--- src/hdl/weno_pkg.sv ---
package weno_pkg;

    // Fixed widths of the smoothness path, which always works on Q1.14 values.
    localparam int Q14_W  = 16;
    localparam int DIFF_W = 20;
    localparam int SQ_W   = 37;
    localparam int B_W    = 39;
    localparam int IND_W  = 44;
    localparam int EPS_W  = 16;

    localparam logic [EPS_W-1:0] EPS_RESET = 16'd4295;

    localparam int NUM_LANES = 3;

    // Second and first differences of each stencil, and its candidate value times six.
    localparam int K_DIFF1 [3]    = '{1, -2, 1};
    localparam int K_DIFF2 [3][3] = '{'{1, -4, 3}, '{1, 0, -1}, '{3, -4, 1}};
    localparam int K_CAND  [3][3] = '{'{2, -7, 11}, '{-1, 5, 2}, '{2, 5, -1}};

    // Linear weights 1/10, 3/5 and 3/10 scaled by ten.
    localparam int K_GAMMA [3] = '{1, 6, 3};

    typedef struct packed {
        logic adv;
        logic vld;
    } t_flow;

endpackage

--- src/hdl/weno_lane.sv ---
module weno_lane import weno_pkg::*; #(
    parameter int SAMPLE_WIDTH = 16,
    parameter int LANE         = 0
) (
    input  logic                           i_clk,
    input  logic                           i_rst_n,
    input  t_flow                          i_flow,
    input  logic signed [SAMPLE_WIDTH-1:0] i_smp [0:2],
    input  logic [EPS_W-1:0]               i_eps,
    output logic                           o_vld,
    output logic [IND_W-1:0]               o_ind,
    output logic signed [SAMPLE_WIDTH+4:0] o_cand
);

    localparam int CAND_W = SAMPLE_WIDTH + 5;

    logic signed [DIFF_W-1:0] w_q [3];

    logic signed [DIFF_W-1:0] n_e1, n_e2, r_e1, r_e2;
    logic signed [CAND_W-1:0] n_u, r_u1, r_u2, r_u3;
    logic signed [2*DIFF_W-1:0] w_p1, w_p2;
    logic [SQ_W-1:0]  r_sq1, r_sq2;
    logic [B_W-1:0]   w_b;
    logic [IND_W-1:0] n_ind, r_ind;
    logic             r_v [3];

    // Samples brought to Q1.14: wider ones floor-shifted, narrower ones scaled up.
    for (genvar j = 0; j < 3; j++) begin : g_q14
        if (SAMPLE_WIDTH >= Q14_W) begin : g_down
            assign w_q[j] = DIFF_W'(i_smp[j] >>> (SAMPLE_WIDTH - Q14_W));
        end else begin : g_up
            assign w_q[j] = DIFF_W'(i_smp[j]) <<< (Q14_W - SAMPLE_WIDTH);
        end
    end

    always_comb begin
        n_e1 = '0;
        n_e2 = '0;
        n_u  = '0;
        for (int j = 0; j < 3; j++) begin
            n_e1 = n_e1 + DIFF_W'(K_DIFF1[j]) * w_q[j];
            n_e2 = n_e2 + DIFF_W'(K_DIFF2[LANE][j]) * w_q[j];
            n_u  = n_u + CAND_W'(K_CAND[LANE][j]) * CAND_W'(i_smp[j]);
        end
    end

    assign w_p1  = r_e1 * r_e1;
    assign w_p2  = r_e2 * r_e2;
    assign w_b   = B_W'(r_sq1) * B_W'(13) + B_W'(r_sq2) * B_W'(3);
    assign n_ind = {w_b, 4'b0000} + IND_W'(i_eps) * IND_W'(12);

    always_ff @(posedge i_clk) begin
        if (!i_rst_n) begin
            r_v[0] <= 1'b0;
            r_v[1] <= 1'b0;
            r_v[2] <= 1'b0;
        end else if (i_flow.adv) begin
            r_v[0] <= i_flow.vld;
            r_v[1] <= r_v[0];
            r_v[2] <= r_v[1];
        end
    end

    always_ff @(posedge i_clk) begin
        if (i_flow.adv) begin
            r_e1  <= n_e1;
            r_e2  <= n_e2;
            r_u1  <= n_u;
            r_sq1 <= SQ_W'(w_p1);
            r_sq2 <= SQ_W'(w_p2);
            r_u2  <= r_u1;
            r_ind <= n_ind;
            r_u3  <= r_u2;
        end
    end

    assign o_vld  = r_v[2];
    assign o_ind  = r_ind;
    assign o_cand = r_u3;

endmodule

--- config.mk ---
export PLATFORM = sky130hd
export DESIGN_NAME = weno_lane
export DESIGN_NICKNAME = d
export VERILOG_FILES = /design/src/hdl/weno_pkg.sv /design/src/hdl/weno_lane.sv
export SDC_FILE = /design/constraint.sdc
export NUM_CORES = 2
export LEC_CHECK = 0
export ABC_AREA = 1
export BUFFER_PORTS_ARGS = -buffer_cell sky130_fd_sc_hd__buf_4
export CORE_ASPECT_RATIO = 0.6
export CORE_UTILIZATION = 35
export DETAILED_ROUTE_END_ITERATION = 12
export GPL_TIMING_DRIVEN = 0
export PLACE_DENSITY = 0.46
export SLEW_MARGIN = 20
export SYNTH_ARGS = -nofsm -noshare
export SYNTH_HDL_FRONTEND = slang
export SYNTH_SLANG_ARGS = --single-unit
--- constraint.sdc ---
create_clock -name i_clk -period 7.95 [get_ports i_clk]
set_clock_uncertainty 0.15 [all_clocks]
set_input_delay 0.795 -clock i_clk [delete_from_list [all_inputs] [get_ports i_clk]]
set_output_delay 0.795 -clock i_clk [all_outputs]
set_load 0.02 [all_outputs]
# Word-level counts from Yosys, hierarchy flattened
# Memories as Yosys holds them, arrays and structs flattened.
# Cells that the tools add are included.
[totals]
ff_bits = 221
ram_bits = 3
inputBits = 68
out_inout_bits = 66
wordCells = 37
memories = 1
[classes]
addsub = 10
n_mul = 8
mux = 7
n_bitwise = 3
[memory_table]
columns = ["name", "words", "word_bits", "read_ports", "rd_ports_with_merged_regs", "wr", "line", "rtl"]
rows = [
  ["r_v", 3, 1, 3, 0, 3, "weno_lane.sv:25", "logic r_v [3];"],
]
[op_table]
columns = ["op", "n"]
rows = [
  ["multiplier 20 x 20 -> 37 bit", 2],
  ["adder 43 x 20 -> 44 bit", 1],
  ["adder 16 x 20 -> 20 bit", 2],
  ["adder 39 bit", 1],
  ["multiplier 37 x 2 -> 39 bit, second input constant", 1],
  ["multiplier 37 x 4 -> 39 bit, second input constant", 1],
  ["adder 17 x 20 -> 21 bit", 1],
  ["adder 21 bit", 1],
  ["multiplier 5 x 16 -> 21 bit, first input constant", 1],
  ["adder 20 x 16 -> 20 bit", 1],
  ["adder 20 x 19 -> 20 bit", 1],
  ["multiplier 4 x 16 -> 20 bit, first input constant", 1],
  ["multiplier 3 x 16 -> 19 bit, first input constant", 1],
  ["negation 16 -> 19 bit", 1],
  ["multiplier 16 x 2 -> 18 bit, second input constant", 1],
  ["negation 16 -> 18 bit", 1],
  ["two-way mux 1 bit", 7],
  ["OR 1 bit", 3],
]

# Longest topological paths before layout
[depth]
word_depth = 4
depth_mapped = 31
ltp_nobuf = 31

# Worst setup path after synthesis
# Ideal clock, no wire load.
[synth_timing]
path_kind = "register to register"
startpoint = "register r_e1[14]"
endpoint = "register r_sq1[34], data pin"
setup_time_ns = 0.252
arrival_ns = 6.256
required_ns = 7.548
slack_ns = 1.292
stages_incl_launch_ff = 26
n_path_buf = 2
synth_period_minus_slack_ns = 6.658
cell_sequence = "edfxtp_1 > clkbuf_1 > clkbuf_1 > nand2_1 > fa_1 > fa_1 > fa_1 > inv_1 > fa_1 > fa_1 > fa_1 > inv_1 > fa_1 > inv_1 > ha_1 > nand2_1 > nor2_1 > inv_1 > nor3_1 > nand3_1 > nand3_1 > a21o_1 > a21oi_1 > or2_2 > nand3_1 > nand2_1"
[synth_between]
elab_chain_len = 1
[synth_rtl]
columns = ["item", "line", "rtl"]
rows = [
  ["from (decl)", "weno_lane.sv:19", "logic signed [DIFF_W-1:0] n_e1, n_e2, r_e1, r_e2;"],
  ["from (signal assigned)", "weno_lane.sv:66", "r_e1 <= n_e1;"],
  ["multiplier 20 x 20 -> 37 bit", "weno_lane.sv:47", "assign w_p1 = r_e1 * r_e1;"],
  ["named net w_p1[34]", "weno_lane.sv:21", "logic signed [2*DIFF_W-1:0] w_p1, w_p2;"],
  ["to (signal assigned)", "weno_lane.sv:69", "r_sq1 <= SQ_W'(w_p1);"],
  ["to (decl)", "weno_lane.sv:22", "logic [SQ_W-1:0] r_sq1, r_sq2;"],
]
# The timed path passes the listed nets, and every way through them passes these cells.
# A chain may end at the register's enable or synchronous reset.

# Worst setup path in the final report
[layout_timing]
startpoint = "register r_e2[2]"
endpoint = "register r_sq2[36], data pin"
[layout_between]
elab_chain_len = 1
[layout_rtl]
columns = ["item", "line", "rtl"]
rows = [
  ["from (decl)", "weno_lane.sv:19", ""],
  ["from (signal assigned)", "weno_lane.sv:67", "r_e2 <= n_e2;"],
  ["multiplier 20 x 20 -> 37 bit", "weno_lane.sv:48", "assign w_p2 = r_e2 * r_e2;"],
  ["named net w_p2[36]", "weno_lane.sv:21", ""],
  ["to (signal assigned)", "weno_lane.sv:70", "r_sq2 <= SQ_W'(w_p2);"],
  ["to (decl)", "weno_lane.sv:22", ""],
]
# The timed path passes the listed nets, and every way through them passes these cells.

==> impl_metrics.csv <==
group,metric,value,unit
layout,layout_commonest_cell,"inv_1",
layout,drive_above_1_share,6.20,%
synth,yosysWarnings,0,
floorplan,fp.dieH,287,um
clock_tree,htreeDepth,1,
setup_path,arrival,7.97,ns
setup_path,critPathKind,"reg2reg",
placement,dp_hpwl,116000,um
clock_tree,cts_sinks,218,
sta,rsz0062_at_grt,"yes",
synth,synth_edf_count,218,
global_routing,antenna_found_initial,2,
floorplan,dieArea,137000,sq um
global_routing,grt_pass1_vias,35300,
drt,drc,0,
setup_path,crit_path_start,"r_e2[2]",
clock_tree,cts_buffers,26,
floorplan,rows,104,
synth,synth-main-ff-cell,"edfxtp_1",
drt,first_iter_violations,2062,
synth,yosys_register_bits,218,
setup_path,regToRegStartpoint,"r_e2[2]",
synth,synth_cell_type_count,51,
sta,fin_crit_sh,98.4,%
sta,finalCriticalPeriod,7.82,ns
floorplan,die_x,477,um
drt,wirelength,131000,um
clock_tree,cts_root_buf,"clkbuf_16",
layout,area_growth_syn_to_layout,9.35,%
drt,vias,33300,
sta,setup_viol,0,
layout,finish.utilization,38.6,%
synth,synth-seq-area-share,13.8,%
setup_path,required,8.10,ns
setup_path,critPathCaptureType,"register",
worst_hold_path,hp-start,"i_eps[0]",
floorplan,start_util,35.3,%
drt,antenna_left,0,
global_routing,grt_pass1_wl,208000,um
global_routing,gr-total-overflow,0,
placement,place.gp.congestion,0.928,
drt,drt-vias-per-instance,4.55,
drt,wire_per_inst,17.9,um
global_routing,globalRouteTotalUtil,19.8,%
synth,synth-async-reset-ratio,0,%
layout,layout_common_cells,"inv_1 (1670), fa_1 (937), nand2_1 (880)",
floorplan,coreArea,134000,sq um
synth,syn-cell-area,47400,sq um
sta,worstMarginPinSlew,1.05,ns
drt,first_pass_iters,8,
outcome,status,"completed",
clock_tree,path_clk_slew,0.06,ns
sta,fmax,128,MHz
clock_tree,insertion_delay,0.61,ns
clock_tree,cts_tree,"yes",
layout,layout.nets,6941,
placement,portBuffers,131,
sta,hold_violations,0,
global_routing,grt_max_degree,95,
synth,syn_avg_cell_area,8.90,sq um
setup_path,critPathLaunchType,"register",
worst_hold_path,min_path_type,"in2reg",
synth,syn_inst,5328,
clock_tree,cts_buffer_depth,3,
run,cap_violations,0,
sta,slew_headroom,29.8,%
sta,report.final.slew_viol_count,0,
floorplan,ios,134,
setup_path,worstPathMaxFanout,10,
## per-layer routing
metal | track usage [%] | wire, um
met5 | 0 | 0
met4 | 1.98 | 1360
met3 | 4.30 | 9150
met2 | 27.0 | 49300
met1 | 32.2 | 71100
## worst paths after layout
| check | end | slack, ns | depth (start not counted) |
|---|---|---|---|
| worst max-delay path | r_sq2[36] | 0.13 | 22 |
| worst min-delay path | o_ind[2] | 0.24 | 1 |
| worst max register to register | r_sq2[36] | 0.13 | 22 |
| worst min register to register | o_cand[6] | 0.27 | 0 |
## registers in the layout (all words and copies together), names as in the netlist
register and cells:
o_cand 21, o_ind 42, r_e1 20, r_e2 19, r_sq1 35, r_sq2 36
r_u1 21, r_u2 21, r_v 3
## synthesized netlist by cell type (17+ instances only)
| master | count | share of area, % |
|---|---|---|
| inv_1 | 1671 | 13 |
| fa_1 | 941 | 40 |
| nand2_1 | 880 | 7.0 |
| ha_1 | 432 | 11 |
| edfxtp_1 | 218 | 14 |
| a21oi_1 | 195 | 2.1 |
| nor2_1 | 193 | 1.5 |
| xor2_1 | 166 | 3.1 |
| nand3_1 | 103 | 1.1 |
| o21ai_0 | 93 | 0.98 |
| xnor2_1 | 89 | 1.6 |
| clkbuf_1 | 80 | 0.63 |
| nand4_1 | 32 | 0.42 |
| nand2_2 | 28 | 0.37 |
| nor3_1 | 21 | 0.22 |
| o21bai_1 | 21 | 0.33 |
| a21o_1 | 17 | 0.27 |
## worst max-delay path, cell delays in order, from the launching register on
cell and delay (ns):
edfxtp_1 0.37, buf_12 0.14, clkbuf_4 0.27, nand2_1 0.20, fa_1 0.61, fa_1 0.58
inv_1 0.08, fa_2 0.72, clkinvlp_4 0.23, buf_4 0.17, fa_1 0.47, fa_1 0.57
fa_1 0.44, fa_1 0.51, inv_1 0.04, ha_1 0.38, nand2_1 0.15, nor3_1 0.25
nand2_1 0.20, nor3_1 0.28, nand3_1 0.22, o2111ai_1 0.28, xor2_2 0.20
## cell type report
| type | count | area, sq um |
|---|---|---|
| Sequential cell | 218 | 6550 |
| Tap cell | 1802 | 2250 |
| Multi-Input combinational cell | 3341 | 34300 |
| Fill cell | 13900 | 82400 |
| Antenna cell | 3 | 7.51 |
| Inverter | 1687 | 6340 |
| Timing Repair Buffer | 147 | 1200 |
| Buffer | 79 | 374 |
| Clock buffer | 31 | 691 |
| Clock inverter | 15 | 179 |
## metrics by stage
step / setup TNS, ns / cell area (sq um) / setup slack (ns) / cells / hold slack (ns)
floorplan: 0 / 47500 / 1.29 / 5332 / 0.250
global placement: -5.45 / 50700 / -0.730 / 7265 / 0.253
detailed placement: -5.52 / 50800 / -0.796 / 7268 / 0.255
CTS: 0 / 51700 / 0.0135 / 7312 / 0.183
global route: -0.0947 / 51900 / -0.0772 / 7321 / 0.196
finish: 0 / 51900 / 0.129 / 7323 / 0.236
## timing repair
item / 4_1_cts / 5_1_grt
resized for setup: 31 / 56
setup buffers: 1 / 12
pin swaps: 0 / 1
hold endpoints to repair: 0 / 0
hold buffers: 0 / 0
endpoints found under the setup margin: 21 / 16
## logic make-up (layout without fill, tap and decap cells)
logic type               after synthesis  count (layout)  share of synthesized area, %
other                                  1               8                       0.00791
adder cells (fa/ha/maj)             1373            1373                          51.1
AO/OA/AOI/OAI                        384             384                          4.57
flip-flops                           218             218                          13.8
buffers and inverters               1773            1959                          14.0
XOR/XNOR                             255             255                          4.71
AND/OR/NAND/NOR                     1324            1324                          11.8
Power is left out: the tool's default activity adds up to more than one toggle a clock period on the data nets, which glitch-free logic cannot reach.
